## src/hw/rtl/cmre_pkg.sv

```systemverilog
// ----------------------------------------------------------------------------
// cmre_pkg
// Types, widths and fixed constants shared by the column envelope blocks.
// ----------------------------------------------------------------------------
package cmre_pkg;

    localparam int SAMPLE_BITS = 16;
    localparam int LEVEL_BITS  = 16;
    localparam int COUNT_BITS  = 16;
    localparam int INDEX_BITS  = 16;

    localparam int ABS_W      = SAMPLE_BITS + COUNT_BITS;
    localparam int SQ_W       = 2 * SAMPLE_BITS + COUNT_BITS - 1;
    localparam int MEAN_SHIFT = 33 - SAMPLE_BITS;
    localparam int MS_SHIFT   = 50 - 2 * SAMPLE_BITS;
    localparam int DIV_W      = SQ_W + MS_SHIFT;
    localparam int REM_W      = COUNT_BITS + 1;
    localparam int STEP_W     = $clog2(DIV_W + 1);

    localparam int Q32_W   = 33;
    localparam int ROOT_W  = 25;
    localparam int MSQ_W   = 2 * ROOT_W - 1;
    localparam int LOG_Y_W = 31;
    localparam int L_FRAC  = 24;
    localparam int L_W     = L_FRAC + 1;
    localparam int GAIN_W  = 24;
    localparam int GPROD_W = L_W + GAIN_W;
    localparam int LVL_SHIFT = 48 - LEVEL_BITS;

    localparam logic [Q32_W-1:0]  OFFSET_Q32 = Q32_W'(4294967);
    localparam logic [GAIN_W-1:0] GAIN_Q24   = GAIN_W'(16767478);
    localparam logic [GPROD_W-1:0] LVL_ROUND = GPROD_W'(1) << (LVL_SHIFT - 1);

    typedef struct packed {
        logic signed [SAMPLE_BITS-1:0] sample;
        logic                          last_sample;
    } item_t;

    typedef struct packed {
        logic [INDEX_BITS-1:0] column_index;
        logic [LEVEL_BITS-1:0] mean_level;
        logic [LEVEL_BITS-1:0] rms_level;
        logic                  last_column;
    } result_t;

    typedef struct packed {
        logic                  zero_only;
        logic                  then_zero;
        logic [ABS_W-1:0]      abs_sum;
        logic [SQ_W-1:0]       square_sum;
        logic [COUNT_BITS-1:0] count;
        logic [INDEX_BITS-1:0] index;
    } job_t;

    typedef enum logic [3:0] {
        B_IDLE,
        B_DIV,
        B_SQRT,
        B_LOGSEL,
        B_LOGMUL,
        B_LOGADJ,
        B_GAINMUL,
        B_GAINOUT,
        B_EMIT,
        B_EMIT_ZERO
    } back_state_t;

endpackage

```

## src/hw/rtl/column_mean_rms_envelope_top.sv

```systemverilog
// ----------------------------------------------------------------------------
// column_mean_rms_envelope_top
// Groups audio samples into display columns and gives log-scaled mean
// absolute and RMS levels per column.
//
// Input channel: push / full with item (sample, last_sample); a transfer
// happens when push is high and full is low. A sample that does not close
// a column is taken every cycle while full is low.
// Result channel: empty / pop with result; the oldest result is shown while
// empty is low and is transferred when pop is high.
// Config: cfg_wr_en / cfg_wr_data set samples_per_column (reset 40).
// A closing sample hands its sums to a two-entry job queue; the finisher
// then works through each column (two serial divides, a 25-step square
// root, two 24-step squaring log loops), so the job queue fills if columns
// close faster than the finisher completes them. A last sample that
// exactly fills a column yields two results.
// Reset clears sums, column index and both queues. While the result queue
// is full the finisher holds, then the job queue fills and full is raised.
// ----------------------------------------------------------------------------
module column_mean_rms_envelope_top (
    input  logic                             clk,
    input  logic                             rst_n,
    input  logic                             cfg_wr_en,
    input  logic [cmre_pkg::COUNT_BITS-1:0]  cfg_wr_data,
    input  logic                             push,
    input  cmre_pkg::item_t                  item,
    output logic                             full,
    output logic                             empty,
    input  logic                             pop,
    output cmre_pkg::result_t                result
);
    import cmre_pkg::*;

    job_t                    job_in, job_out;
    logic                    job_push, job_full, job_pop, job_empty;
    logic [$bits(job_t)-1:0] job_rdata;
    result_t                 res_in;
    logic                    out_push, out_full;
    logic [$bits(result_t)-1:0] out_rdata;

    assign job_out = job_t'(job_rdata);
    assign result  = result_t'(out_rdata);

    cmre_front u_front (
        .clk         (clk),
        .rst_n       (rst_n),
        .cfg_wr_en   (cfg_wr_en),
        .cfg_wr_data (cfg_wr_data),
        .push        (push),
        .item        (item),
        .full        (full),
        .job_push    (job_push),
        .job         (job_in),
        .job_full    (job_full)
    );

    cmre_queue #(.WIDTH($bits(job_t))) u_job_q (
        .clk   (clk),
        .rst_n (rst_n),
        .push  (job_push),
        .wdata (job_in),
        .full  (job_full),
        .pop   (job_pop),
        .rdata (job_rdata),
        .empty (job_empty)
    );

    cmre_back u_back (
        .clk       (clk),
        .rst_n     (rst_n),
        .job_empty (job_empty),
        .job       (job_out),
        .job_pop   (job_pop),
        .out_full  (out_full),
        .out_push  (out_push),
        .result    (res_in)
    );

    cmre_queue #(.WIDTH($bits(result_t))) u_out_q (
        .clk   (clk),
        .rst_n (rst_n),
        .push  (out_push),
        .wdata (res_in),
        .full  (out_full),
        .pop   (pop),
        .rdata (out_rdata),
        .empty (empty)
    );

endmodule

```

## src/hw/rtl/cmre_queue.sv

```systemverilog
// ----------------------------------------------------------------------------
// cmre_queue
// Two-entry first-in first-out queue.
// ----------------------------------------------------------------------------
module cmre_queue #(
    parameter int WIDTH = 8
) (
    input  logic             clk,
    input  logic             rst_n,
    input  logic             push,
    input  logic [WIDTH-1:0] wdata,
    output logic             full,
    input  logic             pop,
    output logic [WIDTH-1:0] rdata,
    output logic             empty
);

    logic [WIDTH-1:0] mem_reg [2];
    logic             wptr_reg, wptr_next;
    logic             rptr_reg, rptr_next;
    logic [1:0]       count_reg, count_next;
    logic             do_push, do_pop;

    assign full    = (count_reg == 2'd2);
    assign empty   = (count_reg == 2'd0);
    assign do_push = push & ~full;
    assign do_pop  = pop & ~empty;
    assign rdata   = mem_reg[rptr_reg];

    always_comb
    begin
        wptr_next  = do_push ? ~wptr_reg : wptr_reg;
        rptr_next  = do_pop ? ~rptr_reg : rptr_reg;
        count_next = count_reg + {1'b0, do_push} - {1'b0, do_pop};
    end

    always_ff @(posedge clk or negedge rst_n)
    begin
        if (!rst_n)
        begin
            wptr_reg  <= 1'b0;
            rptr_reg  <= 1'b0;
            count_reg <= 2'd0;
        end
        else
        begin
            wptr_reg  <= wptr_next;
            rptr_reg  <= rptr_next;
            count_reg <= count_next;
        end
    end

    always_ff @(posedge clk)
    begin
        if (do_push)
        begin
            mem_reg[wptr_reg] <= wdata;
        end
    end

endmodule

```

## src/hw/rtl/cmre_front.sv

```systemverilog
// ----------------------------------------------------------------------------
// cmre_front
// Sample accumulator: sums magnitudes and squares and closes columns.
// ----------------------------------------------------------------------------
module cmre_front (
    input  logic                              clk,
    input  logic                              rst_n,
    input  logic                              cfg_wr_en,
    input  logic [cmre_pkg::COUNT_BITS-1:0]   cfg_wr_data,
    input  logic                              push,
    input  cmre_pkg::item_t                   item,
    output logic                              full,
    output logic                              job_push,
    output cmre_pkg::job_t                    job,
    input  logic                              job_full
);
    import cmre_pkg::*;

    logic [COUNT_BITS-1:0]  len_reg, len_next;
    logic [ABS_W-1:0]       abs_reg, abs_next;
    logic [SQ_W-1:0]        sq_reg, sq_next;
    logic [COUNT_BITS-1:0]  cnt_reg, cnt_next;
    logic [INDEX_BITS-1:0]  col_reg, col_next;

    logic [SAMPLE_BITS-1:0]   raw, mag;
    logic [2*SAMPLE_BITS-1:0] sq_term;
    logic [ABS_W-1:0]         abs_new;
    logic [SQ_W-1:0]          sq_new;
    logic [COUNT_BITS-1:0]    cnt_new, len_eff;
    logic                     accept, close;

    assign full = job_full;

    always_comb
    begin
        raw     = item.sample;
        mag     = raw[SAMPLE_BITS-1] ? (~raw + 1'b1) : raw;
        sq_term = mag * mag;
        abs_new = abs_reg + ABS_W'(mag);
        sq_new  = sq_reg + SQ_W'(sq_term);
        cnt_new = cnt_reg + 1'b1;
        len_eff = (len_reg == '0) ? COUNT_BITS'(1) : len_reg;
        close   = (cnt_new >= len_eff);
        accept  = push & ~job_full;

        job.zero_only  = ~close;
        job.then_zero  = item.last_sample;
        job.abs_sum    = abs_new;
        job.square_sum = sq_new;
        job.count      = cnt_new;
        job.index      = col_reg;
        job_push       = accept & (close | item.last_sample);

        len_next = cfg_wr_en ? cfg_wr_data : len_reg;
        abs_next = abs_reg;
        sq_next  = sq_reg;
        cnt_next = cnt_reg;
        col_next = col_reg;
        if (accept)
        begin
            if (close || item.last_sample)
            begin
                abs_next = '0;
                sq_next  = '0;
                cnt_next = '0;
                col_next = (item.last_sample) ? '0 : col_reg + 1'b1;
            end
            else
            begin
                abs_next = abs_new;
                sq_next  = sq_new;
                cnt_next = cnt_new;
            end
        end
    end

    always_ff @(posedge clk or negedge rst_n)
    begin
        if (!rst_n)
        begin
            len_reg <= COUNT_BITS'(40);
            abs_reg <= '0;
            sq_reg  <= '0;
            cnt_reg <= '0;
            col_reg <= '0;
        end
        else
        begin
            len_reg <= len_next;
            abs_reg <= abs_next;
            sq_reg  <= sq_next;
            cnt_reg <= cnt_next;
            col_reg <= col_next;
        end
    end

endmodule

```

## src/hw/rtl/cmre_back.sv

```systemverilog
// ----------------------------------------------------------------------------
// cmre_back
// Column finisher: serial divide, serial square root, log2 by squaring,
// gain scaling and result emission.
// ----------------------------------------------------------------------------
module cmre_back (
    input  logic                 clk,
    input  logic                 rst_n,
    input  logic                 job_empty,
    input  cmre_pkg::job_t       job,
    output logic                 job_pop,
    input  logic                 out_full,
    output logic                 out_push,
    output cmre_pkg::result_t    result
);
    import cmre_pkg::*;

    back_state_t            state_reg, state_next;
    logic                   pass_reg, pass_next;
    logic                   then_zero_reg, then_zero_next;
    logic [INDEX_BITS-1:0]  index_reg, index_next;
    logic [COUNT_BITS-1:0]  n_reg, n_next;
    logic [SQ_W-1:0]        sq_hold_reg, sq_hold_next;
    logic [DIV_W-1:0]       num_reg, num_next;
    logic [REM_W-1:0]       rem_reg, rem_next;
    logic [STEP_W-1:0]      step_reg, step_next;
    logic [2*ROOT_W-1:0]    x_reg, x_next;
    logic [ROOT_W-1:0]      root_reg, root_next;
    logic [ROOT_W:0]        srem_reg, srem_next;
    logic [Q32_W-1:0]       mean32_reg, mean32_next;
    logic [LOG_Y_W-1:0]     y_reg, y_next;
    logic [2*LOG_Y_W-1:0]   ysq_reg, ysq_next;
    logic [L_W-1:0]         l_reg, l_next;
    logic [GPROD_W-1:0]     gprod_reg, gprod_next;
    logic [LEVEL_BITS-1:0]  mean_lvl_reg, mean_lvl_next;
    logic [LEVEL_BITS-1:0]  rms_lvl_reg, rms_lvl_next;

    logic [REM_W-1:0]       rem_sh;
    logic                   div_ge;
    logic [DIV_W-1:0]       num_sh;
    logic [ROOT_W+2:0]      srem_sh, trial, srem_dif;
    logic [Q32_W-1:0]       level, v;
    logic [LOG_Y_W:0]       t;
    logic [GPROD_W-1:0]     rounded;
    logic [LEVEL_BITS:0]    lvl_wide;
    logic [LEVEL_BITS-1:0]  lvl;

    always_comb
    begin
        rem_sh  = {rem_reg[REM_W-2:0], num_reg[DIV_W-1]};
        div_ge  = (rem_sh >= {1'b0, n_reg});
        num_sh  = {num_reg[DIV_W-2:0], div_ge};
        srem_sh = {srem_reg, x_reg[2*ROOT_W-1 -: 2]};
        trial   = {1'b0, root_reg, 2'b01};
        srem_dif = srem_sh - trial;
        level   = pass_reg ? {root_reg, 8'b0} : mean32_reg;
        v       = (level > OFFSET_Q32) ? level - OFFSET_Q32 : '0;
        t       = ysq_reg[2*LOG_Y_W-1 -: LOG_Y_W+1];
        rounded = gprod_reg + LVL_ROUND;
        lvl_wide = rounded[GPROD_W-1 -: LEVEL_BITS+1];
        lvl     = lvl_wide[LEVEL_BITS] ? '1 : lvl_wide[LEVEL_BITS-1:0];

        state_next     = state_reg;
        pass_next      = pass_reg;
        then_zero_next = then_zero_reg;
        index_next     = index_reg;
        n_next         = n_reg;
        sq_hold_next   = sq_hold_reg;
        num_next       = num_reg;
        rem_next       = rem_reg;
        step_next      = step_reg;
        x_next         = x_reg;
        root_next      = root_reg;
        srem_next      = srem_reg;
        mean32_next    = mean32_reg;
        y_next         = y_reg;
        ysq_next       = ysq_reg;
        l_next         = l_reg;
        gprod_next     = gprod_reg;
        mean_lvl_next  = mean_lvl_reg;
        rms_lvl_next   = rms_lvl_reg;

        job_pop             = 1'b0;
        out_push            = 1'b0;
        result.column_index = index_reg;
        result.mean_level   = mean_lvl_reg;
        result.rms_level    = rms_lvl_reg;
        result.last_column  = 1'b0;

        unique case (state_reg)
            B_IDLE:
            begin
                if (!job_empty)
                begin
                    job_pop        = 1'b1;
                    index_next     = job.index;
                    then_zero_next = job.then_zero;
                    n_next         = job.count;
                    sq_hold_next   = job.square_sum;
                    num_next       = DIV_W'(job.abs_sum) << MEAN_SHIFT;
                    rem_next       = '0;
                    step_next      = '0;
                    pass_next      = 1'b0;
                    state_next     = job.zero_only ? B_EMIT_ZERO : B_DIV;
                end
            end
            B_DIV:
            begin
                rem_next  = div_ge ? rem_sh - {1'b0, n_reg} : rem_sh;
                num_next  = num_sh;
                step_next = step_reg + 1'b1;
                if (step_reg == STEP_W'(DIV_W - 1))
                begin
                    step_next = '0;
                    rem_next  = '0;
                    if (!pass_reg)
                    begin
                        mean32_next = num_sh[Q32_W-1:0];
                        num_next    = DIV_W'(sq_hold_reg) << MS_SHIFT;
                        pass_next   = 1'b1;
                    end
                    else
                    begin
                        x_next     = {1'b0, num_sh[MSQ_W-1:0]};
                        root_next  = '0;
                        srem_next  = '0;
                        state_next = B_SQRT;
                    end
                end
            end
            B_SQRT:
            begin
                x_next    = x_reg << 2;
                step_next = step_reg + 1'b1;
                if (srem_sh >= trial)
                begin
                    srem_next = srem_dif[ROOT_W:0];
                    root_next = {root_reg[ROOT_W-2:0], 1'b1};
                end
                else
                begin
                    srem_next = srem_sh[ROOT_W:0];
                    root_next = {root_reg[ROOT_W-2:0], 1'b0};
                end
                if (step_reg == STEP_W'(ROOT_W - 1))
                begin
                    pass_next  = 1'b0;
                    state_next = B_LOGSEL;
                end
            end
            B_LOGSEL:
            begin
                step_next = '0;
                if (v[Q32_W-1])
                begin
                    l_next     = L_W'(1) << L_FRAC;
                    state_next = B_GAINMUL;
                end
                else
                begin
                    y_next     = LOG_Y_W'(1) << 30;
                    y_next     = y_next + LOG_Y_W'(v[Q32_W-2:2]);
                    l_next     = '0;
                    state_next = B_LOGMUL;
                end
            end
            B_LOGMUL:
            begin
                ysq_next   = y_reg * y_reg;
                state_next = B_LOGADJ;
            end
            B_LOGADJ:
            begin
                step_next = step_reg + 1'b1;
                if (t[LOG_Y_W])
                begin
                    y_next = t[LOG_Y_W:1];
                    l_next = l_reg | (L_W'(1) << (5'(L_FRAC - 1) - step_reg[4:0]));
                end
                else
                begin
                    y_next = t[LOG_Y_W-1:0];
                end
                state_next = (step_reg == STEP_W'(L_FRAC - 1)) ? B_GAINMUL : B_LOGMUL;
            end
            B_GAINMUL:
            begin
                gprod_next = l_reg * GAIN_Q24;
                state_next = B_GAINOUT;
            end
            B_GAINOUT:
            begin
                if (!pass_reg)
                begin
                    mean_lvl_next = lvl;
                    pass_next     = 1'b1;
                    state_next    = B_LOGSEL;
                end
                else
                begin
                    rms_lvl_next = lvl;
                    state_next   = B_EMIT;
                end
            end
            B_EMIT:
            begin
                if (!out_full)
                begin
                    out_push = 1'b1;
                    if (then_zero_reg)
                    begin
                        index_next = index_reg + 1'b1;
                        state_next = B_EMIT_ZERO;
                    end
                    else
                    begin
                        state_next = B_IDLE;
                    end
                end
            end
            B_EMIT_ZERO:
            begin
                result.mean_level  = '0;
                result.rms_level   = '0;
                result.last_column = 1'b1;
                if (!out_full)
                begin
                    out_push   = 1'b1;
                    state_next = B_IDLE;
                end
            end
            default:
            begin
                state_next = B_IDLE;
            end
        endcase
    end

    always_ff @(posedge clk or negedge rst_n)
    begin
        if (!rst_n)
        begin
            state_reg <= B_IDLE;
            pass_reg  <= 1'b0;
            step_reg  <= '0;
        end
        else
        begin
            state_reg <= state_next;
            pass_reg  <= pass_next;
            step_reg  <= step_next;
        end
    end

    always_ff @(posedge clk)
    begin
        then_zero_reg <= then_zero_next;
        index_reg     <= index_next;
        n_reg         <= n_next;
        sq_hold_reg   <= sq_hold_next;
        num_reg       <= num_next;
        rem_reg       <= rem_next;
        x_reg         <= x_next;
        root_reg      <= root_next;
        srem_reg      <= srem_next;
        mean32_reg    <= mean32_next;
        y_reg         <= y_next;
        ysq_reg       <= ysq_next;
        l_reg         <= l_next;
        gprod_reg     <= gprod_next;
        mean_lvl_reg  <= mean_lvl_next;
        rms_lvl_reg   <= rms_lvl_next;
    end

endmodule
```

## config.mk

```make
export PLATFORM = sky130hd
export DESIGN_NAME = column_mean_rms_envelope_top
export DESIGN_NICKNAME = d
export VERILOG_FILES = /design/src/hw/rtl/cmre_pkg.sv /design/src/hw/rtl/column_mean_rms_envelope_top.sv /design/src/hw/rtl/cmre_queue.sv /design/src/hw/rtl/cmre_front.sv /design/src/hw/rtl/cmre_back.sv
export SDC_FILE = /design/constraint.sdc
export NUM_CORES = 2
export LEC_CHECK = 0
export BUFFER_PORTS_ARGS = -buffer_cell sky130_fd_sc_hd__buf_2
export CAP_MARGIN = 5
export CORE_ASPECT_RATIO = 0.9
export CORE_MARGIN = 8
export CORE_UTILIZATION = 39
export DETAILED_ROUTE_END_ITERATION = 16
export SYNTH_ARGS = -nofsm -noshare
export SYNTH_HDL_FRONTEND = slang
export SYNTH_SLANG_ARGS = --single-unit
```

## constraint.sdc

```tcl
create_clock -name clk -period 8.1 [get_ports clk]
set_input_delay 0.405 -clock clk [delete_from_list [all_inputs] [get_ports clk]]
set_output_delay 0.405 -clock clk [all_outputs]
set_load 0.005 [all_outputs]
```

## Yosys cells after proc, flatten, opt, wreduce, memory -nomap -nowiden

Memory sizes are Yosys's and may differ from the RTL's.
Index checks and enable logic that the tools add are counted.
W data, S select, Z words.

| storage, ports and cells | value |
|---|---|
| register bits after elaboration | 640 |
| RAM bits | 324 |
| output and inout bits | 51 |
| logic and storage cells | 191 |
| memories | 2 |

Memory list:

| name | depth | width | rd ports | clocked after Yosys merged registers in | write ports | line | RTL |
|---|---|---|---|---|---|---|---|
| u_job_q.mem_reg | 2 | 113 | 1 | 0 | 1 | cmre_queue.sv:18 | `logic [WIDTH-1:0] mem_reg [2];` |
| u_out_q.mem_reg | 2 | 49 | 1 | 0 | 1 | cmre_queue.sv:18 |  |

| cells by class | value |
|---|---|
| $add $sub $neg | 17 |
| $mul | 3 |
| order comparisons | 4 |
| equal/unequal tests | 23 |
| shift operators | 1 |
| mux-type cells | 66 |
| bitwise operators | 19 |
| reduce and logical (&&, ||, !) cells | 26 |

Operator list:

| kind | count |
|---|---|
| $mux W65 | 3 |
| $mux W16 | 11 |
| $pmux W65 S2 | 1 |
| $mux W25 | 4 |
| $mux W50 | 2 |
| $pmux W25 S2 | 2 |
| $pmux W50 S2 | 1 |
| $mux W33 | 3 |
| $mux W26 | 3 |
| $add A16 B1 Y16 const B | 4 |
| $pmux W16 S2 | 2 |
| $mul A31 B31 Y62 | 1 |
| $mux W31 | 2 |
| $pmux W31 S2 | 1 |
| $pmux W26 S2 | 1 |
| $add A49 B32 Y49 const B | 1 |
| $mul A25 B23 Y48 const B | 1 |
| $add A47 B32 Y47 | 1 |
| $mux W47 | 1 |
| $pmux W4 S10 | 1 |
| $mux W4 | 9 |
| $gt A33 B23 Y1 const B | 1 |
| $sub A33 B23 Y33 const B | 1 |
| $add A32 B16 Y32 | 1 |
| 43 further kinds | 101 |

## Longest topological paths before layout

| logic depth | value |
|---|---|
| depth after elaboration | 8 |
| mapped depth | 33 |

## Hierarchy

From an unflattened synthesis, not the netlist that was laid out.

| unflattened totals | value |
|---|---|
| cells, all modules | 8203 |
| area total of the unflattened synthesis | 87925.6 um^2 |

Modules (own cells, without submodules):

| module | instances | cells an instance | area each (um^2) |
|---|---|---|---|
| cmre_back | 1 | 5816 | 59439.5 |
| cmre_front | 1 | 1846 | 15895.2 |
| cmre_queue (u_job_q) | 1 | 370 | 8600.7 |
| cmre_queue (u_out_q) | 1 | 171 | 3990.1 |

## Worst setup path after synthesis

Ideal clock, no wire load.

| path | value |
|---|---|
| path kind | reg-to-reg |
| from | register u_back.step_reg[0] |
| to | register u_back.root_reg[0], enable pin |
| library setup time | 0.684 ns |
| arrival time | 8.225 ns |
| setup slack | -0.809 ns |
| stages on the path, launching flop included | 7 |
| period minus slack after synthesis | 8.909 ns |
| cells stage by stage | dfrtp_1 -> inv_1 -> ha_1 -> nor2b_1 -> nand4b_1 -> o31a_1 -> nor3_1 |

| on the way | value |
|---|---|
| longest elaborated chain between the ends | 3 |

Ends and longest elaborated chain:

| element | line | RTL |
|---|---|---|
| start: declaration | cmre_back.sv:26 | `logic [STEP_W-1:0] step_reg, step_next;` |
| start signal: assignment | cmre_back.sv:251 | `step_reg <= step_next;` |
| $eq A7 B7 Y1 | cmre_back.sv:112 | `if (step_reg == STEP_W'(DIV_W - 1))` |
| $ne A2 B1 Y1 (no line) | - |  |
| $reduce_and A3 Y1 (no line) | - |  |
| end signal: assignment | cmre_back.sv:264 | `root_reg <= root_next;` |
| end: declaration | cmre_back.sv:28 | `logic [ROOT_W-1:0] root_reg, root_next;` |

No other way between the ends.
A chain may end at the register's enable or synchronous reset.

## Final worst setup path

| path | value |
|---|---|
| from | register u_back.y_reg[7] |
| to | register u_back.ysq_reg[61], data pin |

| on the way | value |
|---|---|
| longest elaborated chain between the ends | 1 |

Ends and longest elaborated chain:

| element | line | RTL |
|---|---|---|
| start: declaration | cmre_back.sv:31 | `logic [LOG_Y_W-1:0] y_reg, y_next;` |
| start signal: assignment | cmre_back.sv:267 | `y_reg <= y_next;` |
| $mul A31 B31 Y62 | cmre_back.sv:169 | `ysq_next = y_reg * y_reg;` |
| end signal: assignment | cmre_back.sv:268 | `ysq_reg <= ysq_next;` |
| end: declaration | cmre_back.sv:32 | `logic [2*LOG_Y_W-1:0] ysq_reg, ysq_next;` |

No other way between the ends.

==> metrics.log <==
INFO  metric result_of_the_run = complete, no violations
INFO  metric mostFrequentLayoutCells = 1,823 x sky130_fd_sc_hd__inv_1, 1,250 x sky130_fd_sc_hd__fa_1, 820 x sky130_fd_sc_hd__nand2_1
INFO  metric antenna-diode-count = 0
INFO  metric finalSetupViolations = 0
INFO  metric postSynthCellCount = 8,130
INFO  metric finalMaxSlewViolations = 0
INFO  metric timing_hold_violations_final = 0
INFO  metric post-dp-hpwl = 167,000 um
INFO  metric initial_core_util = roughly two fifths
INFO  metric worstPathMaxFanout = 5
INFO  metric clock-skew-final = roughly 63 ps
INFO  metric achievable-frequency = approximately 0.13 GHz
INFO  metric floorplan.die_area = 238,000 sq um
INFO  metric critPathRequiredTime = 8550 ps
INFO  metric ys.flop_type = sky130_fd_sc_hd__edfxtp_1
INFO  metric dieWidth = 513 um
INFO  metric drc = 0
INFO  metric vias_in_the_first_global_route = a little over 60,000
INFO  metric row_count = 164
INFO  metric vias_per_std_cell = 5.02
INFO  metric initialDrtViolationCount = 3,756
INFO  metric rsz0062_at_grt = true
INFO  metric drtPass1Iterations = 6
INFO  metric critPathKind = flip-flop to flip-flop
INFO  metric hp-start = item[0]
INFO  metric cts_made_buffers = 97
INFO  metric setup.reg_to_reg.worst_slack = ~230 ps
INFO  metric worst_r2r_endpoint = u_back.ysq_reg[61]$_DFFE_PP_
INFO  metric drtAntennaViolNets = 0
INFO  metric final_weighted_congestion_in_routability_driven_placement = 0.907
INFO  metric worst_ep_arrival = ~8300 ps
INFO  metric dieHeight = 463 um
INFO  metric seq_area_frac_synth = 30.5%
INFO  metric endpoint_kind_of_the_worst_setup_timing_path = flip-flop
INFO  metric final.period_utilization = slightly below 100%
INFO  metric synthesis.area_per_instance = 10.7 sq um
INFO  metric io_buffer_count = 88
INFO  metric synth_enable_flop_cells = approximately 760
INFO  metric worstReg2RegStart = u_back.y_reg[7]$_DFFE_PP_
INFO  metric worst_setup_hold_path_clk_slew = 60 ps
INFO  metric grt_overflow = 0
INFO  metric routed_wl = approximately 210,000 um
INFO  metric finalWorstPathRequiredPeriod = about 7900 ps
INFO  metric largest_register_ffs = approximately 230
INFO  metric p_r_area_growth_vs_syn = 10.8%
INFO  metric wire_length_of_the_first_global_routing_pass = 340,000 um
INFO  metric dpl-instance-area = 92,000 sq um
INFO  metric whs_path_depth = 1
INFO  metric mostFrequentLayoutCell = sky130_fd_sc_hd__inv_1
INFO  metric clock_latency = 730 ps
INFO  metric clock_tree.buffer_depth = 3
INFO  metric layout-drive-gt1-share = 9.26%
INFO  metric netlist.top_cell.by_area = sky130_fd_sc_hd__fa_1
INFO  metric cts.sink_count = about 900
INFO  metric number_of_flip_flops_and_latches_in_the_synthesized_netlist = 904
INFO  metric hold-path-endpoint = u_job_q.mem_reg[1][111]$_DFFE_PP_
INFO  metric cts_tree = built
INFO  metric drv_cap = 0
INFO  metric asyncSetResetFlopFracSynth = roughly 16%
INFO  metric num_io_pins = about 90
INFO  metric netlist_area = 86,600 sq um
INFO  metric cts_htree_levels = 3
INFO  metric clock-root-buffer = sky130_fd_sc_hd__clkbuf_16
INFO  metric holdCritPathClass = input pin to flip-flop
INFO  metric via_count = 57,115
INFO  metric crit_path_start_kind = flip-flop
INFO  metric groute.usage.overall = 17.8%
INFO  metric worst_r2r_path_depth = 26
INFO  metric netlist-cell-type-count = ~110
INFO  metric yosys.area.top_type_share = 29.0%
INFO  metric worst_slew_pin_slew = 1260 ps
INFO  metric fin_area = 96,000 sq um
INFO  metric netlist_top_cells_area = sky130_fd_sc_hd__fa_1 29%, sky130_fd_sc_hd__edfxtp_1 26%, sky130_fd_sc_hd__ha_1 9.6%
INFO  metric antenna_found_initial = 3
INFO  metric avgRoutedWirePerCell = around 19 um
INFO  metric grt_max_degree = 100
INFO  metric slew_headroom = 15.5%
INFO  metric design.final.nets = between 10,000 and 15,000
INFO  metric core = ~220,000 sq um
INFO  metric setup_total_negative_slack = 0 ps
INFO  metric yosysWarningCount = 0
==> per-layer routing <==
metal	vias to the layer above	GRT usage [%]	part of all wire [%]
met1	29050	26.0	47
met5	-	0	0
met3	285	2.45	5.5
li1	26349	-	-
met4	0	4.27	2.6
met2	1431	27.9	45
==> how the worst max path moves through the flow <==
stage / end / from / depth (start not counted) / slack [ps]
floorplan: u_front.sq_reg[31]$_DFFE_PN0P_ / item[1] / 29 / 340
global placement: u_back.ysq_reg[61]$_DFFE_PP_ / u_back.y_reg[25]$_DFFE_PP_ / 26 / 60
detailed placement: u_back.ysq_reg[60]$_DFFE_PP_ / u_back.y_reg[7]$_DFFE_PP_ / 27 / 70
CTS: u_back.ysq_reg[47]$_DFFE_PP_ / u_back.y_reg[6]$_DFFE_PP_ / 28 / 9
global route: u_back.ysq_reg[55]$_DFFE_PP_ / u_back.y_reg[16]$_DFFE_PP_ / 27 / -10
finish: u_back.ysq_reg[61]$_DFFE_PP_ / u_back.y_reg[7]$_DFFE_PP_ / 26 / 230
==> per-stage QoR <==
| stage | utilization (%) | cells | setup WS, ps | hold WS (ps) |
|---|---|---|---|---|
| global route | 43.4 | 11376 | -13.0 | 23.6 |
| global placement | 41.6 | 11150 | 58.6 | 457 |
| detailed placement | 41.6 | 11150 | 67.7 | 464 |
| floorplan | - | 8138 | 342 | 109 |
| CTS | 43.2 | 11349 | 8.74 | 9.38 |
| finish | 43.4 | 11376 | 226 | 69.8 |
==> critical path, stage by stage (launching register included) <==
cell                        delay, ps
sky130_fd_sc_hd__edfxtp_1         560
sky130_fd_sc_hd__buf_6            210
sky130_fd_sc_hd__and2_1           170
sky130_fd_sc_hd__fa_2             600
sky130_fd_sc_hd__inv_1             70
sky130_fd_sc_hd__fa_1             520
sky130_fd_sc_hd__fa_1             560
sky130_fd_sc_hd__inv_1             50
sky130_fd_sc_hd__fa_1             480
sky130_fd_sc_hd__fa_1             530
sky130_fd_sc_hd__fa_1             510
sky130_fd_sc_hd__inv_1             50
sky130_fd_sc_hd__fa_1             450
sky130_fd_sc_hd__fa_1             490
sky130_fd_sc_hd__inv_1             80
sky130_fd_sc_hd__ha_4             290
sky130_fd_sc_hd__nand2_2           80
sky130_fd_sc_hd__o21a_1           210
sky130_fd_sc_hd__buf_4            140
sky130_fd_sc_hd__a22oi_2          220
sky130_fd_sc_hd__o2111ai_2        140
sky130_fd_sc_hd__buf_6            170
sky130_fd_sc_hd__o31a_1           350
sky130_fd_sc_hd__o311ai_4         300
sky130_fd_sc_hd__a21o_1           180
sky130_fd_sc_hd__a21oi_1           80
sky130_fd_sc_hd__xnor2_1          120
==> cell usage after synthesis, types with 76 or more instances <==
cell type and count:
sky130_fd_sc_hd__inv_1 1831, sky130_fd_sc_hd__fa_1 1253, sky130_fd_sc_hd__nand2_1 824, sky130_fd_sc_hd__edfxtp_1 757
sky130_fd_sc_hd__ha_1 667, sky130_fd_sc_hd__nor2_1 347, sky130_fd_sc_hd__a21oi_1 221, sky130_fd_sc_hd__o21ai_0 221
sky130_fd_sc_hd__clkbuf_1 208, sky130_fd_sc_hd__and2_1 191, sky130_fd_sc_hd__xnor2_1 154, sky130_fd_sc_hd__dfrtp_1 145
sky130_fd_sc_hd__xor2_1 119, sky130_fd_sc_hd__mux2_2 118, sky130_fd_sc_hd__nor2b_1 103, sky130_fd_sc_hd__nand3_1 83
sky130_fd_sc_hd__a21o_1 82, sky130_fd_sc_hd__mux2i_1 76
==> what timing repair did <==
item | 4_1_cts | 5_1_grt
resized for setup | 0 | 65
buffers inserted | 0 | 28
hold buffers | 17 | 0
endpoints found under the setup margin | 0 | 18
hold endpoints to repair | 73 | 0
==> cell type report <==
class	count	area, sq um
inverter	1845	6940
fill	20686	125000
clock inverter	60	756
sequential	904	26400
clock buffer	122	2590
tap	2905	3630
timing repair buffer	400	3040
multi-input combinational	5140	52600
==> cells by family after synthesis <==
| family | Yosys count | synth area share, % |
|---|---|---|
| AO/OA/AOI/OAI | 919 | 6.90 |
| XOR/XNOR | 273 | 2.76 |
| adder cells (fa/ha/maj) | 1920 | 38.6 |
| buffers and inverters | 2094 | 9.17 |
| flip-flops | 904 | 30.5 |
| multiplexers | 195 | 2.42 |
| other | 2 | 0.00867 |
| AND/OR/NAND/NOR | 1823 | 9.67 |
Power is not shown: default switching activity piles up to over one toggle a cycle in this logic, so the estimate is an artifact.
